==> config.mk <==
export PLATFORM = sky130hd
export DESIGN_NAME = double_ended_queue_store_unit_flat
export DESIGN_NICKNAME = d
export VERILOG_FILES = /design/src/dqs_pkg.sv /design/src/dqs_req_if.sv /design/src/dqs_rsp_if.sv /design/src/dqs_ctrl.sv /design/src/dqs_datapath.sv /design/src/double_ended_queue_store_unit.sv /design/src/flat_wrapper.sv
export SDC_FILE = /design/constraint.sdc
export NUM_CORES = 2
export LEC_CHECK = 0
export ABC_AREA = 1
export BUFFER_PORTS_ARGS = -buffer_cell sky130_fd_sc_hd__buf_2
export CORE_MARGIN = 3
export CORE_UTILIZATION = 30
export DETAILED_ROUTE_END_ITERATION = 6
export MAX_ROUTING_LAYER = met4
export PLACE_DENSITY = 0.5
export SLEW_MARGIN = 10
export SYNTH_ARGS = -nofsm -noshare
export SYNTH_HDL_FRONTEND = slang
export SYNTH_SLANG_ARGS = --single-unit
==> constraint.sdc <==
create_clock -name clock -period 4.4 [get_ports clock]
set_input_delay 0.66 -clock clock [delete_from_list [all_inputs] [get_ports clock]]
set_output_delay 0.66 -clock clock [all_outputs]
set_load 0.005 [all_outputs]
==> src/dqs_pkg.sv <==
// ----------------------------------------------------------------------------
// dqs_pkg
// Shared types and constants for the double-ended queue store unit.
// ----------------------------------------------------------------------------
package dqs_pkg;

   // Fixed field widths of the request and response items
   localparam int CMD_WIDTH    = 2;
   localparam int INDEX_WIDTH  = 6;
   localparam int STATUS_WIDTH = 2;

   // Command codes carried by a request item
   typedef enum logic [CMD_WIDTH-1:0] {
      CMD_ADD_FRONT = 2'd0,
      CMD_ADD_BACK  = 2'd1,
      CMD_READ      = 2'd2,
      CMD_CLEAR     = 2'd3
   } cmd_type;

   // Status codes carried by a response item
   typedef enum logic [STATUS_WIDTH-1:0] {
      STATUS_OK    = 2'd0,
      STATUS_RANGE = 2'd1,
      STATUS_FULL  = 2'd2
   } status_type;

   // Controller states
   typedef enum logic {
      ST_IDLE = 1'b0,
      ST_BUSY = 1'b1
   } state_type;

   // Command from controller to datapath
   typedef struct packed {
      logic load;
   } dp_cmd_type;

endpackage

==> src/dqs_req_if.sv <==
// ----------------------------------------------------------------------------
// dqs_req_if
// Request channel: valid/ready handshake plus command, value and index.
// ----------------------------------------------------------------------------
interface dqs_req_if
   import dqs_pkg::*;
#(
   parameter int DATA_WIDTH = 32
);
   logic                   valid;
   logic                   ready;
   logic [CMD_WIDTH-1:0]   cmd;
   logic [DATA_WIDTH-1:0]  value;
   logic [INDEX_WIDTH-1:0] index;

   modport source (output valid, output cmd, output value, output index, input ready);
   modport sink   (input valid, input cmd, input value, input index, output ready);
endinterface

==> src/dqs_rsp_if.sv <==
// ----------------------------------------------------------------------------
// dqs_rsp_if
// Response channel: valid/ready handshake plus read, front, back, count,
// empty flag and status.
// ----------------------------------------------------------------------------
interface dqs_rsp_if
   import dqs_pkg::*;
#(
   parameter int DATA_WIDTH = 32,
   parameter int CAPACITY   = 64
);
   localparam int CW = $clog2(CAPACITY + 1);

   logic                    valid;
   logic                    ready;
   logic [DATA_WIDTH-1:0]   read_value;
   logic [DATA_WIDTH-1:0]   front_value;
   logic [DATA_WIDTH-1:0]   back_value;
   logic [CW-1:0]           count;
   logic                    is_empty;
   logic [STATUS_WIDTH-1:0] status;

   modport source (output valid, output read_value, output front_value, output back_value,
                   output count, output is_empty, output status, input ready);
   modport sink   (input valid, input read_value, input front_value, input back_value,
                   input count, input is_empty, input status, output ready);
endinterface

==> src/dqs_ctrl.sv <==
// ----------------------------------------------------------------------------
// dqs_ctrl
// Handshake controller: takes a request item, holds the response item until
// taken, and accepts the next request in the same cycle a response leaves.
// ----------------------------------------------------------------------------
module dqs_ctrl
   import dqs_pkg::*;
(
   input  logic       clock,
   input  logic       reset,
   input  logic       req_valid,
   output logic       req_ready,
   output logic       rsp_valid,
   input  logic       rsp_ready,
   output dp_cmd_type dp_cmd
);

   state_type state_ff;
   state_type state_in;

   // State register
   always_ff @(posedge clock) begin
      if (reset) begin
         state_ff <= ST_IDLE;
      end else begin
         state_ff <= state_in;
      end
   end

   // Next state and handshake outputs
   always_comb begin
      state_in    = state_ff;
      req_ready   = 1'b0;
      rsp_valid   = 1'b0;
      dp_cmd.load = 1'b0;
      case (state_ff)
         ST_IDLE: begin
            req_ready   = 1'b1;
            dp_cmd.load = req_valid;
            if (req_valid) begin
               state_in = ST_BUSY;
            end
         end
         ST_BUSY: begin
            rsp_valid   = 1'b1;
            // a new item may enter as the held result leaves
            req_ready   = rsp_ready;
            dp_cmd.load = req_valid && rsp_ready;
            if (rsp_ready && !req_valid) begin
               state_in = ST_IDLE;
            end
         end
         default: begin
            state_in = ST_IDLE;
         end
      endcase
   end

endmodule

==> src/dqs_datapath.sv <==
// ----------------------------------------------------------------------------
// dqs_datapath
// Ring store, front position, element count, cached front and back values
// and the registered result fields.
// ----------------------------------------------------------------------------
module dqs_datapath
   import dqs_pkg::*;
#(
   parameter int DATA_WIDTH = 32,
   parameter int CAPACITY   = 64
) (
   input  logic                    clock,
   input  logic                    reset,
   input  dp_cmd_type              dp_cmd,
   input  logic [CMD_WIDTH-1:0]    cmd,
   input  logic [DATA_WIDTH-1:0]   value,
   input  logic [INDEX_WIDTH-1:0]  index,
   output logic [DATA_WIDTH-1:0]   read_value,
   output logic [DATA_WIDTH-1:0]   front_value,
   output logic [DATA_WIDTH-1:0]   back_value,
   output logic [$clog2(CAPACITY+1)-1:0] count,
   output logic                    is_empty,
   output logic [STATUS_WIDTH-1:0] status
);

   localparam int AW = $clog2(CAPACITY);
   localparam int CW = $clog2(CAPACITY + 1);
   localparam int SW = (CW > INDEX_WIDTH ? CW : INDEX_WIDTH) + 1;

   // Ring store
   logic [DATA_WIDTH-1:0] mem [CAPACITY];

   logic [AW-1:0]         front_pos_ff, front_pos_in;
   logic [CW-1:0]         cnt_ff, cnt_in;
   logic [DATA_WIDTH-1:0] front_val_ff, front_val_in;
   logic [DATA_WIDTH-1:0] back_val_ff, back_val_in;
   status_type            status_ff, status_in;
   logic                  rd_sel_ff, rd_sel_in;
   logic [DATA_WIDTH-1:0] rd_q_ff;

   cmd_type         cmd_in;
   logic            full;
   logic            in_range;
   logic [AW-1:0]   front_dec;
   logic [SW-1:0]   back_sum;
   logic [SW-1:0]   read_sum;
   logic [AW-1:0]   back_pos;
   logic [AW-1:0]   read_pos;
   logic            wr_en;
   logic [AW-1:0]   wr_addr;
   logic            rd_en;

   // Ring arithmetic: sums stay below twice the capacity, one subtract wraps
   always_comb begin
      cmd_in    = cmd_type'(cmd);
      full      = (cnt_ff == CW'(CAPACITY));
      in_range  = (SW'(index) < SW'(cnt_ff));
      front_dec = (front_pos_ff == '0) ? AW'(CAPACITY - 1) : front_pos_ff - AW'(1);
      back_sum  = SW'(front_pos_ff) + SW'(cnt_ff);
      read_sum  = SW'(front_pos_ff) + SW'(index);
      back_pos  = (back_sum >= SW'(CAPACITY)) ? AW'(back_sum - SW'(CAPACITY)) : AW'(back_sum);
      read_pos  = (read_sum >= SW'(CAPACITY)) ? AW'(read_sum - SW'(CAPACITY)) : AW'(read_sum);
   end

   // Command decode and next state
   always_comb begin
      front_pos_in = front_pos_ff;
      cnt_in       = cnt_ff;
      front_val_in = front_val_ff;
      back_val_in  = back_val_ff;
      status_in    = status_ff;
      rd_sel_in    = rd_sel_ff;
      wr_en        = 1'b0;
      wr_addr      = back_pos;
      rd_en        = 1'b0;
      if (dp_cmd.load) begin
         status_in = STATUS_OK;
         rd_sel_in = 1'b0;
         case (cmd_in)
            CMD_ADD_FRONT: begin
               if (full) begin
                  status_in = STATUS_FULL;
               end else begin
                  front_pos_in = front_dec;
                  wr_en        = 1'b1;
                  wr_addr      = front_dec;
                  cnt_in       = cnt_ff + CW'(1);
                  front_val_in = value;
                  if (cnt_ff == '0) begin
                     back_val_in = value;
                  end
               end
            end
            CMD_ADD_BACK: begin
               if (full) begin
                  status_in = STATUS_FULL;
               end else begin
                  wr_en       = 1'b1;
                  wr_addr     = back_pos;
                  cnt_in      = cnt_ff + CW'(1);
                  back_val_in = value;
                  if (cnt_ff == '0) begin
                     front_val_in = value;
                  end
               end
            end
            CMD_READ: begin
               if (in_range) begin
                  rd_en     = 1'b1;
                  rd_sel_in = 1'b1;
               end else begin
                  status_in = STATUS_RANGE;
               end
            end
            CMD_CLEAR: begin
               front_pos_in = '0;
               cnt_in       = '0;
            end
            default: begin
               status_in = STATUS_OK;
            end
         endcase
      end
   end

   // Control registers
   always_ff @(posedge clock) begin
      if (reset) begin
         front_pos_ff <= '0;
         cnt_ff       <= '0;
         status_ff    <= STATUS_OK;
         rd_sel_ff    <= 1'b0;
      end else begin
         front_pos_ff <= front_pos_in;
         cnt_ff       <= cnt_in;
         status_ff    <= status_in;
         rd_sel_ff    <= rd_sel_in;
      end
   end

   // Cached end values
   always_ff @(posedge clock) begin
      front_val_ff <= front_val_in;
      back_val_ff  <= back_val_in;
   end

   // Store: one write port, one registered read port
   always_ff @(posedge clock) begin
      if (wr_en) begin
         mem[wr_addr] <= value;
      end
      if (rd_en) begin
         rd_q_ff <= mem[read_pos];
      end
   end

   // Result fields
   assign read_value  = rd_sel_ff ? rd_q_ff : '0;
   assign is_empty    = (cnt_ff == '0);
   assign front_value = is_empty ? '0 : front_val_ff;
   assign back_value  = is_empty ? '0 : back_val_ff;
   assign count       = cnt_ff;
   assign status      = status_ff;

   // Checks
   a_count_bound: assert property (@(posedge clock) disable iff (reset)
      cnt_ff <= CW'(CAPACITY))
      else $error("element count above capacity");

   a_full_drop: assert property (@(posedge clock) disable iff (reset)
      dp_cmd.load && full && (cmd_in == CMD_ADD_FRONT || cmd_in == CMD_ADD_BACK)
      |=> $stable(cnt_ff) && $stable(front_pos_ff) && status_ff == STATUS_FULL)
      else $error("push into full store changed state");

   a_clear: assert property (@(posedge clock) disable iff (reset)
      dp_cmd.load && cmd_in == CMD_CLEAR |=> cnt_ff == '0 && front_pos_ff == '0)
      else $error("clear did not empty the store");

   a_range: assert property (@(posedge clock) disable iff (reset)
      dp_cmd.load && cmd_in == CMD_READ && !in_range
      |=> !rd_sel_ff && status_ff == STATUS_RANGE)
      else $error("out of range read not flagged");

endmodule

==> src/double_ended_queue_store_unit.sv <==
// ----------------------------------------------------------------------------
// double_ended_queue_store_unit
// Double-ended queue in a ring store with push front, push back, indexed
// read and clear; one response item for every request item.
// ----------------------------------------------------------------------------
// Each request item returns one response item in the cycle after it is
// accepted; a new request is taken in the same cycle the previous response
// is taken, so the unit sustains one item per clock when the response side
// does not stall. Results are registered, a read through the store's single
// registered read port; front and back values are kept in registers beside the
// store. A push into a full store is dropped with status full, a read at or
// beyond the count returns zero with status range, and front and back read as
// zero when the queue is empty. No clearing pass is needed after reset.
module double_ended_queue_store_unit
   import dqs_pkg::*;
#(
   parameter int DATA_WIDTH = 32,
   parameter int CAPACITY   = 64
) (
   input  logic        clock,
   input  logic        reset,
   dqs_req_if.sink     req,
   dqs_rsp_if.source   rsp
);

   dp_cmd_type dp_cmd;

   // Handshake controller
   dqs_ctrl u_ctrl (
      .clock     (clock),
      .reset     (reset),
      .req_valid (req.valid),
      .req_ready (req.ready),
      .rsp_valid (rsp.valid),
      .rsp_ready (rsp.ready),
      .dp_cmd    (dp_cmd)
   );

   // Store and result datapath
   dqs_datapath #(
      .DATA_WIDTH (DATA_WIDTH),
      .CAPACITY   (CAPACITY)
   ) u_datapath (
      .clock       (clock),
      .reset       (reset),
      .dp_cmd      (dp_cmd),
      .cmd         (req.cmd),
      .value       (req.value),
      .index       (req.index),
      .read_value  (rsp.read_value),
      .front_value (rsp.front_value),
      .back_value  (rsp.back_value),
      .count       (rsp.count),
      .is_empty    (rsp.is_empty),
      .status      (rsp.status)
   );

endmodule

==> src/flat_wrapper.sv <==
// flat-port wrapper written by rule: the top's interface ports become plain ports
module double_ended_queue_store_unit_flat import dqs_pkg::*;
#(
   parameter int DATA_WIDTH = 32,
   parameter int CAPACITY   = 64
)
  (clock, reset, req_valid, req_cmd, req_value, req_index, req_ready, rsp_valid, rsp_read_value, rsp_front_value, rsp_back_value, rsp_count, rsp_is_empty, rsp_status, rsp_ready);
  dqs_req_if #(.DATA_WIDTH(DATA_WIDTH)) req_i ();
  dqs_rsp_if #(.DATA_WIDTH(DATA_WIDTH), .CAPACITY(CAPACITY)) rsp_i ();
  input  logic clock;
  input  logic reset;
  input wire logic [$bits(req_i.valid)-1:0] req_valid;
  input wire logic [$bits(req_i.cmd)-1:0] req_cmd;
  input wire logic [$bits(req_i.value)-1:0] req_value;
  input wire logic [$bits(req_i.index)-1:0] req_index;
  output wire logic [$bits(req_i.ready)-1:0] req_ready;
  output wire logic [$bits(rsp_i.valid)-1:0] rsp_valid;
  output wire logic [$bits(rsp_i.read_value)-1:0] rsp_read_value;
  output wire logic [$bits(rsp_i.front_value)-1:0] rsp_front_value;
  output wire logic [$bits(rsp_i.back_value)-1:0] rsp_back_value;
  output wire logic [$bits(rsp_i.count)-1:0] rsp_count;
  output wire logic [$bits(rsp_i.is_empty)-1:0] rsp_is_empty;
  output wire logic [$bits(rsp_i.status)-1:0] rsp_status;
  input wire logic [$bits(rsp_i.ready)-1:0] rsp_ready;
  assign req_i.valid = req_valid;
  assign req_i.cmd = req_cmd;
  assign req_i.value = req_value;
  assign req_i.index = req_index;
  assign req_ready = req_i.ready;
  assign rsp_valid = rsp_i.valid;
  assign rsp_read_value = rsp_i.read_value;
  assign rsp_front_value = rsp_i.front_value;
  assign rsp_back_value = rsp_i.back_value;
  assign rsp_count = rsp_i.count;
  assign rsp_is_empty = rsp_i.is_empty;
  assign rsp_status = rsp_i.status;
  assign rsp_i.ready = rsp_ready;
  double_ended_queue_store_unit #(.DATA_WIDTH(DATA_WIDTH), .CAPACITY(CAPACITY)) u_core (.clock(clock), .reset(reset), .req(req_i), .rsp(rsp_i));
endmodule
### After elaboration in Yosys (flattened, before gate mapping)

Memories as Yosys holds them, arrays and structs flattened. A register that Yosys moved wholly into a read port is not among the register bits.
Index checks and enable logic that the tools add are counted.

* register bits after elaboration: 81
* memory bits (writable): 2048
* input port bits: 44
* logic and storage cells: 76
* memories: 1

* $add $sub $neg: 6
* magnitude comparators: 3
* equality and inequality tests: 9
* muxes and demuxes: 35
* bitwise gates (word level): 1
* reductions and logical operators: 14

Memory list
* u_core.u_datapath.mem: depth 64, width 32, read ports 1, clocked after Yosys merged registers in 1, wr ports 1, line dqs_datapath.sv:31 `logic [DATA_WIDTH-1:0] mem [CAPACITY];`

Operator list (count)
* 32-bit two-way mux: 6
* 32-bit case mux with 2 select lines: 2
* 6-bit two-way mux: 7
* 6-bit by 1-bit subtractor with 6-bit output (second input constant): 3
* 7-bit case mux with 2 select lines: 1
* 1-bit two-way mux: 12
* 6-bit case mux with 2 select lines: 1
* 2-bit != test (second input constant): 5
* 5-bit AND reduction: 2
* 6-bit by 7-bit adder with 8-bit output: 1
* 8-bit by 7-bit greater-or-equal comparator with 1-bit output (second input constant): 1
* 6-bit by 6-bit adder with 7-bit output: 1
* 7-bit by 1-bit adder with 7-bit output (second input constant): 1
* 7-bit equality test (second input constant): 1
* 7-bit greater-or-equal comparator (second input constant): 1
* 7-bit zero test: 1
* 6-bit by 7-bit less-than comparator with 1-bit output: 1
* 7-bit two-way mux: 1
* 6-bit zero test: 1
* 1-bit case mux with 2 select lines: 3
* 3-bit AND reduction: 2
* 2-bit nonzero test: 3
* 2-bit equality test (second input constant): 2
* 2-bit case mux with 2 select lines: 1
* 7 further kinds: 8

### Longest topological paths before layout

* depth in word-level cells: 6
* depth in mapped cells: 15
* gate-level depth less buffers: 12

### Hierarchy

Synthesis repeated with hierarchy kept, for this count alone.

* cells, all modules: 9407
* area, all modules: 94232.9 um2

By module, submodules not included
* dqs_datapath: times used 1, cells an instance 9401, area an instance 94185.3 um2
* dqs_ctrl: times used 1, cells an instance 6, area an instance 47.5 um2

### Worst setup path after synthesis

Ideal clock, no wire load.

* kind: input -> register
* start: in rsp_ready
* end: mem u_core.u_datapath.mem[12][0] (enable)
* setup time: 0.421 ns
* arrival time: 3.094 ns
* setup slack: 0.885 ns
* stages on the path: 11
* path buffers: 1
* path through: inv_1 > nand2_2 > nand2_4 > nor2_4 > nand3_2 > buf_4 > nand2_2 > inv_1 > nor2_2 > nand3_2 > nor2_1

* word-level cells in the longest chain between the ends: 5
* elaborated cells on any way between the ends: 6
* those cells by class: 5 x mux; 1 x reduce/logical

RTL lines
* start, declared: line flat_wrapper.sv:24 `input wire logic [$bits(rsp_i.ready)-1:0] rsp_ready;`
* 1-bit logical AND (*): line dqs_ctrl.sv:48 `dp_cmd.load = req_valid && rsp_ready;`
* 1-bit case mux with 2 select lines (*): line dqs_ctrl.sv:36 `case (state_ff)`
* 1-bit two-way mux: line dqs_datapath.sv:76 `if (dp_cmd.load) begin`
* 1-bit two-way mux: line dqs_datapath.sv:149 `if (wr_en) begin`
* 1-bit two-way mux (implied by the code): line dqs_datapath.sv:150 `mem[wr_addr] <= value;`
* end, declared: line dqs_datapath.sv:31

Every way passes the cells marked *; elsewhere a longest branch is shown, timed or not.

### Final worst setup path

* start: reg u_core.u_datapath.cnt_ff[1], in the netlist u_core.u_datapath.count[1]
* end: mem u_core.u_datapath.mem[53][22] (enable)

* word-level cells in the longest chain between the ends: 6
* elaborated cells on any way between the ends: 13
* those cells by class: 2 x add/sub; 1 x order compare; 1 x eq/ne; 9 x mux

RTL lines
* start, declared: line dqs_datapath.sv:34 `logic [CW-1:0] cnt_ff, cnt_in;`
* start signal, assigned: line dqs_datapath.sv:135 `cnt_ff <= cnt_in;`
* 6-bit by 7-bit adder with 8-bit output / 7-bit equality test (equally long branches): line dqs_datapath.sv:59, dqs_datapath.sv:56
* 8-bit by 7-bit greater-or-equal comparator with 1-bit output, or another cell as far along: line dqs_datapath.sv:61 `back_pos = (back_sum >= SW'(CAPACITY)) ? AW'(back_sum - SW'(CAPACITY)) : AW'(back_sum);`
* 6-bit two-way mux / 1-bit two-way mux (equally long branches)
* 6-bit two-way mux / 1-bit two-way mux (equally long branches): line dqs_datapath.sv:81, dqs_datapath.sv:76
* 6-bit two-way mux / 1-bit two-way mux (equally long branches)
* 6-bit two-way mux / 1-bit two-way mux (equally long branches): line dqs_datapath.sv:76, dqs_datapath.sv:150

Parallel ways exist; a longest one is shown, timed or not.

==> results.yml <==
run_status:
  status: "completed"
layout:
  nets: 9339
  drive_gt1_share_pct: 9.92
  syn2layout_area_growth_pct: 15.9
critical_path:
  critPathMaxFanout: 17
  r2r_start: "u_core.u_datapath.count[1]"
  cp-end-kind: "flop"
  crit_chain: "inv_1 > ha_1 > nand2_1 > nor2_1 > nor2_1 > nand3_1 > nand2_1 > inv_1 > nor2_1 > nand2_1 > buf_4 > nor2_4 > buf_4"
  cpPeakStageDelay_ps: 630
  cp_data_required_time_ps: 4930
  crit_type: "reg -> reg"
  start_kind: "flop"
  reg2reg_to: "u_core.u_datapath.mem[53][22]"
  r2r_cells: 13
  crit_arrival_ps: 4290
  slowest_stage: "nand2_1"
  r2r_setup_slack_ps: 640
global_routing:
  grt.total_usage_pct: 19.0
  first_global_vias: 61600
  grt-ovfl-total: 0
  grt_max_degree: 144
  grt_pass1_wl_um: 432000
  antenna_found_initial: 20
min_path:
  min_to: "u_core.u_ctrl.state_ff"
  hold_depth: 4
  hp-start: "rsp_ready"
  hold_class: "in -> reg"
place:
  dpl_worst_slack_ps: 419
  routabilityCongestion: 0.831
  portBuffers: 151
  dp_hpwl_um: 170000
yosys:
  synthCells: 9068
  netlist_area_um2: 93200
  ys_types: 33
  ys_warn_count: 0
  yosysSeqAreaShare_pct: 69.5
  synthesis.nets: 9133
  avgSynthCellArea_um2: 10.3
  ys_ff_latch: 2161
clocking:
  cts_made_buffers: 230
  clk_pin_slew_ps: 60
  clock_sinks: 2161
  cts_tree: "built"
  clkLatencyLatePin_ps: 870
  cts_max_level: 4
  post_cts_resized: 0
  cts-root-buf: "clkbuf_16"
  cts.path.max_buffers: 3
die:
  initial_core_util_pct: 30.3
  die_width_um: 563
  core_region_area_um2: 308000
  rows: 203
  fp.dieH_um: 563
  dieArea_um2: 317000
  io_pins: 152
detailed_routing:
  totalWireLength_um: 298000
  drc: 0
  vias: 63600
  wire_per_inst_um: 21.9
  vias_per_cell: 4.68
  ant_nets: 0
  dr.pass1.iters: 6
  drtIter0Drc: 6050
timing:
  holdWs_ps: 113
  hold_viol_final: 0
  worst_slack_ps: 638
  fin_crit_sh_pct: 85.5
  fin_worst_skew_ps: 40.0
  fin_setup_tns_ps: 0
  worst-slew-pin-transition_ps: 1080
  period_needed_ps: 3760
  rsz0062_at_grt: "no"
  slew-limit-headroom_pct: 27.7
  fmax_ghz: 0.266
  setup_violations: 0
  slew_viol_final: 0
power:
  pwr-share-seq_pct: 47.7
  power_density_nw_per_um2: 443
  p_comb_share_pct: 12.7
  p_clk_share_pct: 39.6
  swShare_pct: 26.6
  power.leakage_nw: 44.7
  intPower_mw: 35.1
  peakVddDrop_mv: 0.355
  p_sw_mw: 12.7
job:
  maxCapViolations: 0
==> through the flow <==
step	utilization, %	total power [mW]	area, um2	instances
final	35.1	47.8	108000	13600
after global routing	35.1	49.7	108000	13600
after CTS	35.1	48.2	108000	13600
after detailed placement	32.7	29.3	101000	13100
after global placement	32.7	29.3	101000	13100
after floorplan	-	26.6	93200	9068
==> sequential cells by signal (all words and copies together) (netlist names) <==
register	flops
u_core.u_ctrl.state_ff	1
u_core.u_datapath.count	7
u_core.u_datapath.front_pos_ff	6
u_core.u_datapath.mem	2048
u_core.u_datapath.rd_q_ff	32
u_core.u_datapath.rd_sel_ff	1
u_core.u_datapath.back_val_ff	32
u_core.u_datapath.front_val_ff	32
u_core.u_datapath.status	2
==> worst max-delay path by stage <==
stage,from,endpoint,slack (ps),cells past startpoint
CTS,u_core.u_datapath.count[1],u_core.u_datapath.mem[53][22],690,13
global route,u_core.u_datapath.count[1],u_core.u_datapath.mem[53][22],420,13
floorplan,rsp_ready,u_core.u_datapath.mem[12][0],890,11
finish,u_core.u_datapath.count[1],u_core.u_datapath.mem[53][22],640,13
global placement,req_index[0],u_core.u_datapath.rd_q_ff[6],450,12
detailed placement,req_index[0],u_core.u_datapath.rd_q_ff[6],420,12
==> per-layer routing <==
metal	part of all wire (%)	up-vias	GRT usage, %	wire [um]
li1	-	29700	-	-
met1	44	31400	25.4	131000
met2	47	2007	30.6	141000
met3	6.4	399	2.60	19000
met4	2.2	0	4.32	6520
met5	0	-	-	0
==> power groups by stage <==
stage,Clock [mW],Sequential [mW],Combinational [mW]
5_1_grt,20.2,22.8,6.68
3_3_place_gp,0,23.2,6.08
3_5_place_dp,0,23.2,6.07
4_1_cts,19.3,22.8,6.09
2_1_floorplan,0,23.2,3.39
6_report,18.9,22.8,6.09
==> critical path: cells and delay by family (launching register included) <==
kind | cells | cell delay, ps
and+or+nand+nor | 8 | 1670
buffers and inverters | 4 | 940
adders and majority gates | 1 | 220
DFF | 1 | 510
==> cell type report <==
type	instances	area (um2)
sequential	2161	64700
clock inverter	148	1270
multi-input combinational	5355	22700
clock buffer	284	6060
antenna	9	22.5
fill	30500	200000
inverter	1095	4130
tap	4100	5130
timing repair buffer	431	3940
==> kinds of logic (layout without fill, tap and decap cells) <==
group | after synthesis | after routing | share of synthesized area [%]
AO/OA/AOI/OAI | 176 | 176 | 0.992
adder cells (fa/ha/maj) | 21 | 21 | 0.298
XOR/XNOR | 7 | 7 | 0.0658
other | 0 | 9 | 0
AND/OR/NAND/NOR | 5151 | 5151 | 22.4
buffers and inverters | 1552 | 1958 | 6.79
flip-flops | 2161 | 2161 | 69.5
==> layout by cell type (no fill, tap or decap), drive strengths merged <==
| master | count |
|---|---|
| nand2 | 3749 |
| ha | 19 |
| clkbuf | 284 |
| xor2 | 4 |
| buf | 429 |
| o21ai | 139 |
| nor2 | 356 |
| or2 | 94 |
| nand3 | 939 |
| clkinvlp | 7 |
| nor3 | 2 |
| nand3b | 7 |
| nand4 | 4 |
| diode | 9 |
| a22oi | 1 |
| fa | 2 |
| a21oi | 24 |
| clkinv | 121 |
| bufinv | 17 |
| o211ai | 12 |
| dfxtp | 17 |
| dlygate4sd3 | 2 |
| xnor2 | 3 |
| edfxtp | 2144 |
| inv | 1098 |
==> cell usage after synthesis <==
master | instances | area share (%)
nand2_1 | 3744 | 15
edfxtp_1 | 2144 | 69
inv_1 | 1091 | 4.4
nand3_1 | 931 | 5.0
nor2_1 | 352 | 1.4
buf_2 | 327 | 1.8
or2_2 | 93 | 0.62
o21ai_0 | 87 | 0.47
clkbuf_1 | 84 | 0.34
o21ai_1 | 50 | 0.27
a21oi_1 | 23 | 0.12
buf_4 | 23 | 0.19
buf_1 | 22 | 0.089
ha_1 | 19 | 0.26
dfxtp_1 | 17 | 0.37
o211ai_1 | 12 | 0.097
nand3_2 | 8 | 0.086
nand3b_1 | 7 | 0.056
inv_2 | 4 | 0.016
nand2_2 | 4 | 0.027
nand4_1 | 4 | 0.027
xor2_1 | 4 | 0.038
nor2_2 | 3 | 0.020
xnor2_1 | 3 | 0.028
fa_1 | 2 | 0.043
nor3_1 | 2 | 0.011
o21ai_2 | 2 | 0.019
a21oi_2 | 1 | 0.0094
a22oi_1 | 1 | 0.0081
buf_6 | 1 | 0.012
nand2_4 | 1 | 0.012
nor2_4 | 1 | 0.012
or2_1 | 1 | 0.0067
==> timing repair <==
item | 4_1_cts | 5_1_grt
buffers inserted | 0 | 0
hold buffers | 2 | 0
hold endpoints to repair | 3 | 0
setup endpoints to repair | 0 | 0
Power figures use the tool's default switching activity.
